`src/rtl/tcs_pkg.sv`:
```
`timescale 1ns / 1ps
package tcs_pkg;
    localparam int SLOTS     = 16;
    localparam int SLOT_W    = 4;
    localparam int CNT_W     = 5;
    localparam int TIME_W    = 32;
    localparam int QUANTUM_W = 16;

    localparam logic [1:0] POL_FIFO = 2'd0;
    localparam logic [1:0] POL_RR   = 2'd1;
    localparam logic [1:0] POL_SJF  = 2'd2;
    localparam logic [1:0] POL_PSJF = 2'd3;

    localparam logic [1:0] REG_POLICY  = 2'd0;
    localparam logic [1:0] REG_NPROCS  = 2'd1;
    localparam logic [1:0] REG_QUANTUM = 2'd2;

    localparam logic FUNC_LOAD = 1'b0;
    localparam logic FUNC_TICK = 1'b1;

    typedef enum logic [2:0] {
        ST_IDLE,
        ST_RETIRE,
        ST_ARRIVE,
        ST_PURGE,
        ST_SCAN,
        ST_COMMIT,
        ST_OUT
    } state_t;

    typedef struct packed {
        logic load;
        logic retire;
        logic arrive_first;
        logic arrive_step;
        logic purge_step;
        logic scan_first;
        logic scan_step;
        logic commit;
        logic capture;
    } cmd_t;

    typedef struct packed {
        logic done;
        logic last_slot;
        logic purge_done;
    } stat_t;
endpackage

```
`src/rtl/tcs_if.sv`:
```
`timescale 1ns / 1ps
interface tcs_in_if;
    logic        valid;
    logic        ready;
    logic        func;
    logic [3:0]  slot;
    logic [31:0] arrival;
    logic [31:0] burst;
    modport source (output valid, func, slot, arrival, burst, input ready);
    modport sink   (input valid, func, slot, arrival, burst, output ready);
endinterface

interface tcs_out_if;
    logic        valid;
    logic        ready;
    logic        cpu_busy;
    logic [3:0]  running_slot;
    logic        finished_valid;
    logic [3:0]  finished_slot;
    logic        all_done;
    logic [31:0] tick_time;
    modport source (output valid, cpu_busy, running_slot, finished_valid, finished_slot,
                    all_done, tick_time, input ready);
    modport sink   (input valid, cpu_busy, running_slot, finished_valid, finished_slot,
                    all_done, tick_time, output ready);
endinterface

```
`src/rtl/tcs_ctrl.sv`:
```
`timescale 1ns / 1ps
module tcs_ctrl
    import tcs_pkg::*;
(
    input  logic  clk,
    input  logic  rst_n,
    input  logic  in_valid,
    input  logic  in_func,
    input  logic  out_free,
    input  stat_t stat,
    output logic  in_ready,
    output cmd_t  cmd
);
    state_t state_reg, state_next;

    always_ff @(posedge clk or negedge rst_n)
    begin
        if (!rst_n)
            state_reg <= ST_IDLE;
        else
            state_reg <= state_next;
    end

    always_comb
    begin
        state_next = state_reg;
        case (state_reg)
            ST_IDLE:
                if (in_valid && in_func == FUNC_TICK)
                    state_next = ST_RETIRE;
            ST_RETIRE: state_next = ST_ARRIVE;
            ST_ARRIVE:
                if (stat.done)
                    state_next = ST_OUT;
                else if (stat.last_slot)
                    state_next = ST_PURGE;
            ST_PURGE:
                if (stat.purge_done)
                    state_next = ST_SCAN;
            ST_SCAN:
                if (stat.last_slot)
                    state_next = ST_COMMIT;
            ST_COMMIT: state_next = ST_OUT;
            ST_OUT:
                if (out_free)
                    state_next = ST_IDLE;
            default: state_next = ST_IDLE;
        endcase
    end

    always_comb
    begin
        cmd = '0;
        in_ready = 1'b0;
        case (state_reg)
            ST_IDLE:
            begin
                in_ready = 1'b1;
                cmd.load = in_valid && in_func == FUNC_LOAD;
            end
            ST_RETIRE:
            begin
                cmd.retire = 1'b1;
                cmd.arrive_first = 1'b1;
            end
            ST_ARRIVE:
            begin
                cmd.arrive_step = !stat.done;
                cmd.scan_first = stat.last_slot;
            end
            ST_PURGE: cmd.purge_step = !stat.purge_done;
            ST_SCAN:   cmd.scan_step = 1'b1;
            ST_COMMIT: cmd.commit = 1'b1;
            ST_OUT:    cmd.capture = out_free;
            default:   cmd = '0;
        endcase
    end
endmodule

```
`src/rtl/tcs_dp.sv`:
```
`timescale 1ns / 1ps
module tcs_dp
    import tcs_pkg::*;
(
    input  logic                 clk,
    input  logic                 rst_n,
    input  cmd_t                 cmd,
    input  logic [SLOT_W-1:0]    in_slot,
    input  logic [TIME_W-1:0]    in_arrival,
    input  logic [TIME_W-1:0]    in_burst,
    input  logic                 cfg_we,
    input  logic [1:0]           cfg_idx,
    input  logic [QUANTUM_W-1:0] cfg_data,
    output stat_t                stat,
    output logic                 res_busy,
    output logic [SLOT_W-1:0]    res_run,
    output logic                 res_fin,
    output logic [SLOT_W-1:0]    res_fin_slot,
    output logic                 res_done,
    output logic [TIME_W-1:0]    res_time
);
    logic [TIME_W-1:0] arr_mem [SLOTS];
    logic [TIME_W-1:0] rem_mem [SLOTS];
    logic [SLOT_W-1:0] ring_mem [SLOTS];

    logic [1:0]           policy_reg;
    logic [CNT_W-1:0]     nprocs_reg;
    logic [QUANTUM_W-1:0] quantum_reg;
    logic [SLOTS-1:0]     ready_reg;
    logic [SLOT_W-1:0]    head_reg, runner_reg, idx_reg, best_reg;
    logic [CNT_W-1:0]     count_reg, retired_reg;
    logic                 run_v_reg, done_reg, fin_reg, have_reg;
    logic [SLOT_W-1:0]    fin_slot_reg;
    logic                 busy_reg;
    logic [SLOT_W-1:0]    run_reg;
    logic [QUANTUM_W-1:0] slice_reg;
    logic [TIME_W-1:0]    now_reg, best_rem_reg, t_reg;

    logic [CNT_W-1:0]     n_eff;
    logic [QUANTUM_W-1:0] q_eff;
    logic [SLOT_W-1:0]    front, tail_pos;
    logic                 front_ok, rr_rot, is_rr, is_sjf, pick_v, switch;
    logic [SLOT_W-1:0]    pick;
    logic                 rr_clear_slice;
    logic                 retire_now;

    always_comb
    begin
        if (nprocs_reg == '0)
            n_eff = CNT_W'(1);
        else if (nprocs_reg > CNT_W'(SLOTS))
            n_eff = CNT_W'(SLOTS);
        else
            n_eff = nprocs_reg;
        q_eff = (quantum_reg == '0) ? QUANTUM_W'(1) : quantum_reg;
    end

    assign is_rr  = policy_reg == POL_RR;
    assign is_sjf = policy_reg == POL_SJF || policy_reg == POL_PSJF;
    assign front  = ring_mem[head_reg];
    assign front_ok = {1'b0, front} < n_eff && ready_reg[front]
                      && !(run_v_reg && front == runner_reg);
    assign tail_pos = head_reg + count_reg[SLOT_W-1:0];
    assign rr_rot = slice_reg >= q_eff;
    assign retire_now = !done_reg && run_v_reg && rem_mem[runner_reg] == '0;

    assign stat.done       = done_reg;
    assign stat.last_slot  = {1'b0, idx_reg} == n_eff - CNT_W'(1);
    assign stat.purge_done = !is_rr || count_reg == '0 || front_ok;

    // pick for the commit step
    always_comb
    begin
        pick = runner_reg;
        pick_v = run_v_reg;
        rr_clear_slice = 1'b0;
        case (policy_reg)
            POL_FIFO, POL_SJF:
                if (!run_v_reg)
                begin
                    pick = best_reg;
                    pick_v = have_reg;
                end
            POL_PSJF:
            begin
                pick = best_reg;
                pick_v = have_reg;
            end
            POL_RR:
                if (count_reg == '0)
                    rr_clear_slice = rr_rot;
                else if (!run_v_reg || rr_rot)
                begin
                    pick = front;
                    pick_v = 1'b1;
                end
            default: pick = runner_reg;
        endcase
    end
    assign switch = pick_v && !(run_v_reg && pick == runner_reg);

    always_ff @(posedge clk)
    begin
        if (cmd.load)
        begin
            arr_mem[in_slot] <= in_arrival;
            rem_mem[in_slot] <= in_burst;
        end
        else if (cmd.commit && (switch ? 1'b1 : run_v_reg))
        begin
            if (rem_mem[switch ? pick : runner_reg] != '0)
                rem_mem[switch ? pick : runner_reg] <=
                    rem_mem[switch ? pick : runner_reg] - TIME_W'(1);
        end
        if (cmd.arrive_step && is_rr && arr_mem[idx_reg] == now_reg
            && count_reg < CNT_W'(SLOTS))
            ring_mem[tail_pos] <= idx_reg;
        else if (cmd.commit && is_rr && switch && run_v_reg)
            // preempted runner to tail, after the pop
            ring_mem[tail_pos] <= runner_reg;
    end

    always_ff @(posedge clk or negedge rst_n)
    begin
        if (!rst_n)
        begin
            policy_reg  <= POL_FIFO;
            nprocs_reg  <= CNT_W'(SLOTS);
            quantum_reg <= QUANTUM_W'(500);
            ready_reg   <= '0;
            head_reg    <= '0;
            count_reg   <= '0;
            runner_reg  <= '0;
            run_v_reg   <= 1'b0;
            slice_reg   <= '0;
            now_reg     <= '0;
            retired_reg <= '0;
            done_reg    <= 1'b0;
            fin_reg     <= 1'b0;
            fin_slot_reg <= '0;
            busy_reg    <= 1'b0;
            run_reg     <= '0;
            idx_reg     <= '0;
            best_reg    <= '0;
            best_rem_reg <= '0;
            have_reg    <= 1'b0;
            t_reg       <= '0;
            res_busy    <= 1'b0;
            res_run     <= '0;
            res_fin     <= 1'b0;
            res_fin_slot <= '0;
            res_done    <= 1'b0;
            res_time    <= '0;
        end
        else
        begin
            if (cfg_we)
            begin
                case (cfg_idx)
                    REG_POLICY:  policy_reg  <= cfg_data[1:0];
                    REG_NPROCS:  nprocs_reg  <= cfg_data[CNT_W-1:0];
                    REG_QUANTUM: quantum_reg <= cfg_data;
                    default:     policy_reg  <= policy_reg;
                endcase
            end
            if (cmd.retire)
            begin
                t_reg    <= now_reg;
                fin_reg  <= retire_now;
                busy_reg <= 1'b0;
                run_reg  <= '0;
                if (retire_now)
                begin
                    retired_reg <= retired_reg + CNT_W'(1);
                    ready_reg[runner_reg] <= 1'b0;
                    run_v_reg <= 1'b0;
                    fin_slot_reg <= runner_reg;
                    if (retired_reg + CNT_W'(1) >= n_eff)
                        done_reg <= 1'b1;
                end
            end
            if (cmd.arrive_first || cmd.scan_first)
                idx_reg <= '0;
            else if (cmd.arrive_step || cmd.scan_step)
                idx_reg <= idx_reg + SLOT_W'(1);
            if (cmd.arrive_step)
            begin
                if (arr_mem[idx_reg] == now_reg)
                begin
                    ready_reg[idx_reg] <= 1'b1;
                    if (is_rr && count_reg < CNT_W'(SLOTS))
                        count_reg <= count_reg + CNT_W'(1);
                end
            end
            if (cmd.purge_step)
            begin
                head_reg  <= head_reg + SLOT_W'(1);
                count_reg <= count_reg - CNT_W'(1);
            end
            if (cmd.scan_first)
                have_reg <= 1'b0;
            if (cmd.scan_step)
            begin
                if (ready_reg[idx_reg] && (!have_reg
                    || (is_sjf && rem_mem[idx_reg] < best_rem_reg)))
                begin
                    have_reg <= 1'b1;
                    best_reg <= idx_reg;
                    best_rem_reg <= rem_mem[idx_reg];
                end
            end
            if (cmd.commit)
            begin
                if (switch)
                begin
                    runner_reg <= pick;
                    run_v_reg  <= 1'b1;
                    if (is_rr)
                    begin
                        if (count_reg != '0)
                        begin
                            head_reg <= head_reg + SLOT_W'(1);
                            // pop then push: net count holds when a runner returns
                            if (!run_v_reg)
                                count_reg <= count_reg - CNT_W'(1);
                        end
                        else if (run_v_reg)
                            count_reg <= count_reg + CNT_W'(1);
                        slice_reg <= QUANTUM_W'(1);
                    end
                end
                else if (run_v_reg && is_rr && rr_clear_slice)
                    slice_reg <= QUANTUM_W'(1);
                else if (run_v_reg && is_rr && slice_reg != '1)
                    slice_reg <= slice_reg + QUANTUM_W'(1);
                else if (rr_clear_slice)
                    slice_reg <= '0;
                // the runner keeps the CPU even when the scan finds nothing
                busy_reg <= switch || run_v_reg;
                run_reg  <= switch ? pick : (run_v_reg ? runner_reg : '0);
                now_reg  <= now_reg + TIME_W'(1);
            end
            if (cmd.capture)
            begin
                res_busy     <= busy_reg;
                res_run      <= run_reg;
                res_fin      <= fin_reg;
                res_fin_slot <= fin_reg ? fin_slot_reg : '0;
                res_done     <= done_reg;
                res_time     <= t_reg;
            end
        end
    end
endmodule

```
`src/rtl/tick_cpu_scheduler.sv`:
```
`timescale 1ns / 1ps
// Single-CPU tick scheduler (FIFO, round robin, SJF, preemptive SJF). A load
// transfer writes one slot's arrival and run length and gives no result. A
// tick transfer walks the slots in use once for arrivals, drains stale
// round-robin ring entries one per cycle, walks the slots again for the pick and
// commits, but once all processes are done it goes straight to the result; one
// result transfer follows. Registers are to be written through the cfg port only
// at an idle moment; the block itself does not enforce this.
module tick_cpu_scheduler
    import tcs_pkg::*;
(
    input  logic        clk,
    input  logic        rst_n,
    tcs_in_if.sink      in_ch,
    tcs_out_if.source   out_ch,
    input  logic        cfg_we,
    input  logic [1:0]  cfg_idx,
    input  logic [15:0] cfg_data
);
    cmd_t  cmd;
    stat_t stat;
    logic  in_ready;
    logic  out_v_reg;
    logic  out_free;

    // result register is free when empty or being taken
    assign out_free = !out_v_reg || out_ch.ready;

    always_ff @(posedge clk or negedge rst_n)
    begin
        if (!rst_n)
            out_v_reg <= 1'b0;
        else if (cmd.capture)
            out_v_reg <= 1'b1;
        else if (out_ch.ready)
            out_v_reg <= 1'b0;
    end

    assign in_ch.ready = in_ready;
    assign out_ch.valid = out_v_reg;

    tcs_ctrl u_ctrl (
        .clk      (clk),
        .rst_n    (rst_n),
        .in_valid (in_ch.valid),
        .in_func  (in_ch.func),
        .out_free (out_free),
        .stat     (stat),
        .in_ready (in_ready),
        .cmd      (cmd)
    );

    tcs_dp u_dp (
        .clk          (clk),
        .rst_n        (rst_n),
        .cmd          (cmd),
        .in_slot      (in_ch.slot),
        .in_arrival   (in_ch.arrival),
        .in_burst     (in_ch.burst),
        .cfg_we       (cfg_we),
        .cfg_idx      (cfg_idx),
        .cfg_data     (cfg_data),
        .stat         (stat),
        .res_busy     (out_ch.cpu_busy),
        .res_run      (out_ch.running_slot),
        .res_fin      (out_ch.finished_valid),
        .res_fin_slot (out_ch.finished_slot),
        .res_done     (out_ch.all_done),
        .res_time     (out_ch.tick_time)
    );
endmodule
```
`src/flat_wrapper.sv`:
```
// flat-port wrapper written by rule: the top's interface ports become plain ports
module tick_cpu_scheduler_flat import tcs_pkg::*;
  (clk, rst_n, cfg_we, cfg_idx, cfg_data, in_ch_valid, in_ch_func, in_ch_slot, in_ch_arrival, in_ch_burst, in_ch_ready, out_ch_valid, out_ch_cpu_busy, out_ch_running_slot, out_ch_finished_valid, out_ch_finished_slot, out_ch_all_done, out_ch_tick_time, out_ch_ready);
  tcs_in_if in_ch_i ();
  tcs_out_if out_ch_i ();
  input  logic clk;
  input  logic rst_n;
  input  logic cfg_we;
  input  logic [1:0] cfg_idx;
  input  logic [15:0] cfg_data;
  input wire logic [$bits(in_ch_i.valid)-1:0] in_ch_valid;
  input wire logic [$bits(in_ch_i.func)-1:0] in_ch_func;
  input wire logic [$bits(in_ch_i.slot)-1:0] in_ch_slot;
  input wire logic [$bits(in_ch_i.arrival)-1:0] in_ch_arrival;
  input wire logic [$bits(in_ch_i.burst)-1:0] in_ch_burst;
  output wire logic [$bits(in_ch_i.ready)-1:0] in_ch_ready;
  output wire logic [$bits(out_ch_i.valid)-1:0] out_ch_valid;
  output wire logic [$bits(out_ch_i.cpu_busy)-1:0] out_ch_cpu_busy;
  output wire logic [$bits(out_ch_i.running_slot)-1:0] out_ch_running_slot;
  output wire logic [$bits(out_ch_i.finished_valid)-1:0] out_ch_finished_valid;
  output wire logic [$bits(out_ch_i.finished_slot)-1:0] out_ch_finished_slot;
  output wire logic [$bits(out_ch_i.all_done)-1:0] out_ch_all_done;
  output wire logic [$bits(out_ch_i.tick_time)-1:0] out_ch_tick_time;
  input wire logic [$bits(out_ch_i.ready)-1:0] out_ch_ready;
  assign in_ch_i.valid = in_ch_valid;
  assign in_ch_i.func = in_ch_func;
  assign in_ch_i.slot = in_ch_slot;
  assign in_ch_i.arrival = in_ch_arrival;
  assign in_ch_i.burst = in_ch_burst;
  assign in_ch_ready = in_ch_i.ready;
  assign out_ch_valid = out_ch_i.valid;
  assign out_ch_cpu_busy = out_ch_i.cpu_busy;
  assign out_ch_running_slot = out_ch_i.running_slot;
  assign out_ch_finished_valid = out_ch_i.finished_valid;
  assign out_ch_finished_slot = out_ch_i.finished_slot;
  assign out_ch_all_done = out_ch_i.all_done;
  assign out_ch_tick_time = out_ch_i.tick_time;
  assign out_ch_i.ready = out_ch_ready;
  tick_cpu_scheduler u_core (.clk(clk), .rst_n(rst_n), .in_ch(in_ch_i), .out_ch(out_ch_i), .cfg_we(cfg_we), .cfg_idx(cfg_idx), .cfg_data(cfg_data));
endmodule
```
`config.mk`:
```
export PLATFORM = sky130hd
export DESIGN_NAME = tick_cpu_scheduler_flat
export DESIGN_NICKNAME = d
export VERILOG_FILES = /design/src/rtl/tcs_pkg.sv /design/src/rtl/tcs_if.sv /design/src/rtl/tcs_ctrl.sv /design/src/rtl/tcs_dp.sv /design/src/rtl/tick_cpu_scheduler.sv /design/src/flat_wrapper.sv
export SDC_FILE = /design/constraint.sdc
export NUM_CORES = 2
export LEC_CHECK = 0
export BUFFER_PORTS_ARGS = -buffer_cell sky130_fd_sc_hd__buf_2
export CAP_MARGIN = 20
export CORE_MARGIN = 1.5
export CORE_UTILIZATION = 40
export CTS_CLUSTER_DIAMETER = 200
export DETAILED_ROUTE_END_ITERATION = 6
export PLACE_DENSITY = 0.63
export RECOVER_POWER = 25
export SETUP_SLACK_MARGIN = 0.1
export SYNTH_ARGS = -nofsm -noshare
export SYNTH_HDL_FRONTEND = slang
export SYNTH_SLANG_ARGS = --single-unit
```
`constraint.sdc`:
```
create_clock -name clk -period 9.8 [get_ports clk]
set_clock_uncertainty 0.15 [all_clocks]
set_input_delay 1.47 -clock clk [delete_from_list [all_inputs] [get_ports clk]]
set_output_delay 1.47 -clock clk [all_outputs]
set_load 0.02 [all_outputs]
```
Word level (Yosys, flattened, before mapping)
Memories as Yosys holds them, arrays and structs flattened.
Index checks and enable logic that the tools add are counted.
Storage, ports and cells
  register bits: 237
  bits in writable memories: 1088
  bits of input ports: 92
  output and inout bits: 45
  logic and storage cells: 240
  memories: 3
Memory list
  u_core.u_dp.arr_mem: words 16, width 32, read ports 1, clocked after Yosys merged registers in 0, wr ports 1, line tcs_dp.sv:22  | logic [TIME_W-1:0] arr_mem [SLOTS];
  u_core.u_dp.rem_mem: words 16, width 32, read ports 3, clocked after Yosys merged registers in 0, wr ports 1, line tcs_dp.sv:23  | logic [TIME_W-1:0] rem_mem [SLOTS];
  u_core.u_dp.ring_mem: words 16, width 4, read ports 1, clocked after Yosys merged registers in 0, wr ports 1, line tcs_dp.sv:24  | logic [SLOT_W-1:0] ring_mem [SLOTS];
Operators by class
  add/sub/neg operators: 10
  magnitude comparators: 11
  equal/unequal tests: 22
  multiplexer cells: 96
  bitwise gates (word level): 5
  reduce and logical (&&, ||, !) cells: 64
Operators by type and width (number)
  two-way mux 16 bit: 10
  two-way mux 4 bit: 18
  two-way mux 5 bit: 12
  two-way mux 1 bit: 41
  adder 32 x 1 -> 32 bit, second input constant: 1
  equality test 32 bit: 1
  logical NOT 32 bit: 1
  less-than comparator 32 bit: 1
  two-way mux 32 bit: 1
  nonzero test 32 bit: 1
  OR reduction 32 bit: 1
  subtractor 32 x 1 -> 32 bit, second input constant: 1
  logical AND 1 bit: 24
  case mux 3 bit (7 select lines): 1
  two-way mux 3 bit: 6
  adder 16 x 1 -> 16 bit, second input constant: 1
  AND 16 bit: 1
  greater-or-equal comparator 16 bit: 1
  logical NOT 16 bit: 1
  inequality test 16 bit, second input constant: 1
  NOT 16 bit: 1
  bitwise OR 16 bit: 1
  less-than comparator 4 x 5 -> 1 bit, second input constant: 3
  case mux 4 bit (3 select lines): 1
  other kinds (36): 77

Longest topological paths before layout
An unclocked memory read counts as a cell.
  word-level depth: 20
  mapped depth: 30
  depth with buffers taken out: 22

By module
From an unflattened synthesis, not the netlist that was laid out.
Second synthesis, totals
  cell total of the unflattened synthesis: 4128
  area, all modules: 61385.1 µm²
Modules (own cells, without submodules)
  tcs_dp: times used 1, cells an instance 4091, area each 61073.6 µm², seq. area each 38510.7 µm²
  tcs_ctrl: times used 1, cells an instance 34, area each 264.0 µm², seq. area each 75.1 µm²
  tick_cpu_scheduler: times used 1, cells an instance 3, area each 47.5 µm², seq. area each 25.0 µm²

Worst setup path before layout
OpenSTA, ideal clock, no wires.
  path kind: register to register
  from: register u_core.u_dp.quantum_reg[8]
  to: memory u_core.u_dp.rem_mem[6][0] (enable)
  library setup time: 0.472 ns
  data arrival time: 7.693 ns
  required time: 9.178 ns
  path slack: 1.485 ns
  stages on the path, launching flop included: 30
  path buffers: 8
  period minus slack after synthesis: 8.315 ns
  cells stage by stage: dfstp_2 > nor4_1 > a41o_1 > ha_1 > nand2b_1 > a2111oi_0 > o32ai_2 > o311ai_0 > o221ai_1 > o21a_1 > buf_6 > mux2_4 > buf_6 > buf_6 > buf_6 > buf_6 > buf_6 > buf_4 > mux2i_1 > o22ai_1 > nor3_1 > o221ai_1 > inv_1 > ha_1 > inv_1 > nor4b_1 > nand4_1 > o21bai_4 > buf_2 > o32ai_1
On the way
  longest elaborated chain between the ends: 20
  elaborated cells between the ends (all ways): 26
  those cells by class: 1 x order compare; 1 x eq/ne; 15 x mux; 8 x reduce/logical; 1 x memory
Ends and longest elaborated chain
  start: declaration: line tcs_dp.sv:28  | logic [QUANTUM_W-1:0] quantum_reg;
  start signal: assignment: line tcs_dp.sv:162  | REG_QUANTUM: quantum_reg <= cfg_data;
  logical NOT 16 bit: line tcs_dp.sv:55  | q_eff = (quantum_reg == '0) ? QUANTUM_W'(1) : quantum_reg;
  two-way mux 16 bit (*): line tcs_dp.sv:55
  greater-or-equal comparator 16 bit (*): line tcs_dp.sv:64  | assign rr_rot = slice_reg >= q_eff;
  logical OR 1 bit (*): line tcs_dp.sv:92  | else if (!run_v_reg || rr_rot)
  two-way mux 4 bit: line tcs_dp.sv:92
  two-way mux 4 bit: line tcs_dp.sv:90  | if (count_reg == '0)
  case mux 4 bit (3 select lines): line tcs_dp.sv:77  | case (policy_reg)
  equality test 4 bit: line tcs_dp.sv:100  | assign switch = pick_v && !(run_v_reg && pick == runner_reg);
  [... 4 more ...]
  memory (16 x 32 bit)
  nonzero test 32 bit: line tcs_dp.sv:111  | if (rem_mem[switch ? pick : runner_reg] != '0)
  two-way mux 1 bit: line tcs_dp.sv:111
  two-way mux 1 bit: line tcs_dp.sv:109  | else if (cmd.commit && (switch ? 1'b1 : run_v_reg))
  two-way mux 1 bit: line tcs_dp.sv:104  | if (cmd.load)
  two-way mux 1 bit: line tcs_dp.sv:112  | rem_mem[switch ? pick : runner_reg] <=
  OR reduction 32 bit (no line)
  two-way mux 4 bit (no line) or two-way mux 1 bit (tied branches)
  end: declaration: line tcs_dp.sv:23
Every way passes the cells marked *; elsewhere a longest branch is shown, timed or not.

Final worst setup path
  from: register u_core.u_dp.quantum_reg[9]
  to: memory u_core.u_dp.rem_mem[11][12] (enable)
The elaborated chain is that of the path after synthesis.

==> flow_summary_export.csv <==
group,metric,value,unit
status,status,"finished with violations",
status,violations,"capacitance limit, slew limit",
power,leakagePower,23.1,nW
worst_hold_path,hold_path.class,"reg -> reg",
global_routing,grt_pass1_wl,255000,um
sta,max_slew.worst_pin.slew,5.88,ns
clock_network,cts_setup_buffers,0,
clock_network,postCtsResizedCells,0,
layout,final_cells,5896,
worst_hold_path,whs_path_depth,1,
clock_network,clk_pin_slew,0.06,ns
global_routing,top_usage_layer,"met2",
place,place_congestion,0.978,
yosys,synth_edf_count,1088,
yosys,synth_nets,3807,
yosys,yosysTopAreaCellShare,54.5,%
yosys,synth.largest_area_cell,"edfxtp_1",
clock_network,cts_buffers,144,
clock_network,clk_latency,0.82,ns
setup_path,cp.arrival,9.36,ns
yosys,seq_area_frac_synth,64.4,%
clock_network,cts_tree,"yes",
setup_path,reg2regPathDepth,22,
clock_network,cts_root_buf,"clkbuf_16",
sta,setup_tns,0,ns
die,io_pins,137,
layout,syn2layout_area_growth,14.0,%
die,core_area,148000,um2
global_routing,antenna_found_initial,12,
global_routing,globalRouteTotalUtil,23.1,%
route,wl,176000,um
route,viasPerCell,6.12,
setup_path,required,10.15,ns
route,wire_per_inst,29.9,um
die,die_area,152000,um2
power,pwr_density_cell,288,nW/um2
layout,mostFrequentLayoutCells,"edfxtp_1, mux4_2, mux2i_1",
die,rows,141,
route,ant_nets,0,
place,dpl.hpwl,118000,um
yosys,ys_warn_count,0,
yosys,netlist_top_cells_area,"edfxtp_1, mux4_2, dfrtp_1",
setup_path,critPathSlowestCell,"mux2_8",
sta,grt_setup_unrepaired,"no",
yosys,synth.cell_area,59900,um2
yosys,synthCells,3643,
route,vias,36087,
sta,finalCritPeriodShare,91.9,%
sta,final-max-slew-violation-count,137,
job,cap_violations,2,
layout,layout.nets,4013,
global_routing,grt_max_degree,121,
die,fp.dieW,390,um
yosys,ys_ff_latch,1325,
sta,max_freq,111,MHz
route,drt-initial-drc-count,4065,
layout,layout_commonest_cell,"edfxtp_1",
setup_path,r2r_slack,0.79,ns
sta,setup_violations,0,
clock_network,cts_buffer_depth,3,
sta,hold_violations,0,
setup_path,r2r-start,"u_core.u_dp.quantum_reg[9]",
place,port-buffer-count,136,
layout,drive_above_1_share,24.6,%
setup_path,crit_type,"reg -> reg",
place,placed_cells,5631,
setup_path,max_stage_delay,0.85,ns
setup_path,r2r_end,"u_core.u_dp.rem_mem[11][12]",
setup_path,crit_chain,"nor4_1, a41o_1, ha_1, nand2b_1, a2111oi_0, o32ai_2, o31ai_1, nor3_1, a311oi_1, mux2_8, buf_12, mux2i_1, o22ai_1, nor3_1, o221ai_1, nor4_1, nand4_1, o21bai_4, buf_12, nand2b_1, o22ai_4, buf_4",
die,die_y,390,um
global_routing,grt_pass1_vias,35620,
yosys,async_flop_share,17.9,%
yosys,post_synth.cell_area_avg,16.5,um2
yosys,ys_types,83,
sta,period_needed,9.01,ns
global_routing,overflow,0,
setup_path,end_kind,"register",
layout,biggestRegsByFlops,"u_core.u_dp.arr_mem (512), u_core.u_dp.rem_mem (512), u_core.u_dp.ring_mem (64)",
worst_hold_path,min_to,"u_core.u_dp.fin_slot_reg[3]",
setup_path,cp-start-kind,"register",
power,vdd_ir_drop_max,0.378,mV
setup_path,crit_fanout,84,
global_routing,grt_use_met2,36.4,%
clock_network,htree_levels,4,
route,drc,0,
sta,max-slew-margin-rel,-292,%
global_routing,use_met1,31.1,%
global_routing,grtUsageMet3,4.85,%
die,start_util,40.4,%
worst_hold_path,min_from,"u_core.u_dp.fin_slot_reg[3]",
clock_network,clock-sinks,1325,
route,dr.pass1.iters,6,
clock_network,cts_hold_buffers,0,
yosys,ys.flop_type,"edfxtp_1",
## critical path, delay by kind of cell (launching register included)
kind	cells	cell delay, ns
AO/OA/AOI/OAI	9	3.15
adder cells (fa/ha/maj)	1	0.22
buffers and inverters	3	0.91
flip-flops	1	0.39
multiplexers	2	1.09
AND/OR/NAND/NOR	7	2.57
## logic make-up after synthesis
kind of cell	count (synthesis)	share of synthesized area [%]
XOR/XNOR	120	1.75
buffers and inverters	271	1.97
multiplexers	752	19.9
AND/OR/NAND/NOR	699	6.22
adder cells (fa/ha/maj)	72	1.52
AO/OA/AOI/OAI	404	4.24
flip-flops	1325	64.4
## routing by layer
metal	up-vias	share of wire, %
li1	15172	-
met1	18769	40
met2	1779	47
met3	351	8.4
met4	16	4.6
met5	-	0.063
## final cells by class
type	instances	area, um2
Antenna cell	1	2.50
Clock buffer	182	3790
Clock inverter	80	1060
Fill cell	12618	79900
Inverter	79	297
Multi-Input combinational cell	2047	20500
Sequential cell	1325	38600
Tap cell	1930	2410
Timing Repair Buffer	252	1620
## stage by stage
step	area (um2)	total power, mW	hold slack, ns	utilization [%]	setup slack, ns
4_1_cts	68300	19.7	0.342	46.1	0.925
5_1_grt	68300	20.3	0.350	46.1	0.373
3_5_place_dp	63500	14.2	0.329	42.8	0.943
6_report	68300	19.6	0.338	46.1	0.794
2_1_floorplan	59900	11.6	0.291	-	1.48
3_3_place_gp	63500	14.2	0.318	42.8	1.13
## power by group
part	switching (mW)	internal [mW]
Clock	2.35	3.13
Combinational	4.39	2.98
Sequential	0.330	6.45
## cell usage after synthesis (18+ instances only)
master    count
edfxtp_1   1088
buf_1        35
nor4_1      144
mux4_2      335
nand4_1      60
xor2_1       23
xnor2_1      97
mux2i_1     272
o22ai_1     121
inv_1        78
a21oi_1      46
nand3_1      38
buf_2        24
nor3_1       59
nand2b_1     32
o21ai_0     119
nor2_1      109
dfrtp_1     230
ha_1         71
clkbuf_1    108
and3_1       22
nand2_1     146
mux2_2      142
nor2b_1      18
## worst max-delay path by stage
| stage | slack (ns) | depth (start not counted) | startpoint | end |
|---|---|---|---|---|
| after floorplan | 1.48 | 29 | u_core.u_dp.quantum_reg[8] | u_core.u_dp.rem_mem[6][0] |
| after global placement | 1.13 | 22 | u_core.u_dp.quantum_reg[9] | u_core.u_dp.rem_mem[11][18] |
| after detailed placement | 0.94 | 20 | u_core.u_dp.head_reg[0] | u_core.u_dp.rem_mem[11][12] |
| after CTS | 0.92 | 20 | u_core.u_dp.head_reg[0] | u_core.u_dp.rem_mem[11][28] |
| after global routing | 0.37 | 23 | u_core.u_dp.quantum_reg[9] | u_core.u_dp.rem_mem[11][12] |
| final | 0.79 | 22 | u_core.u_dp.quantum_reg[9] | u_core.u_dp.rem_mem[11][12] |
Power figures use the tool's default switching activity.
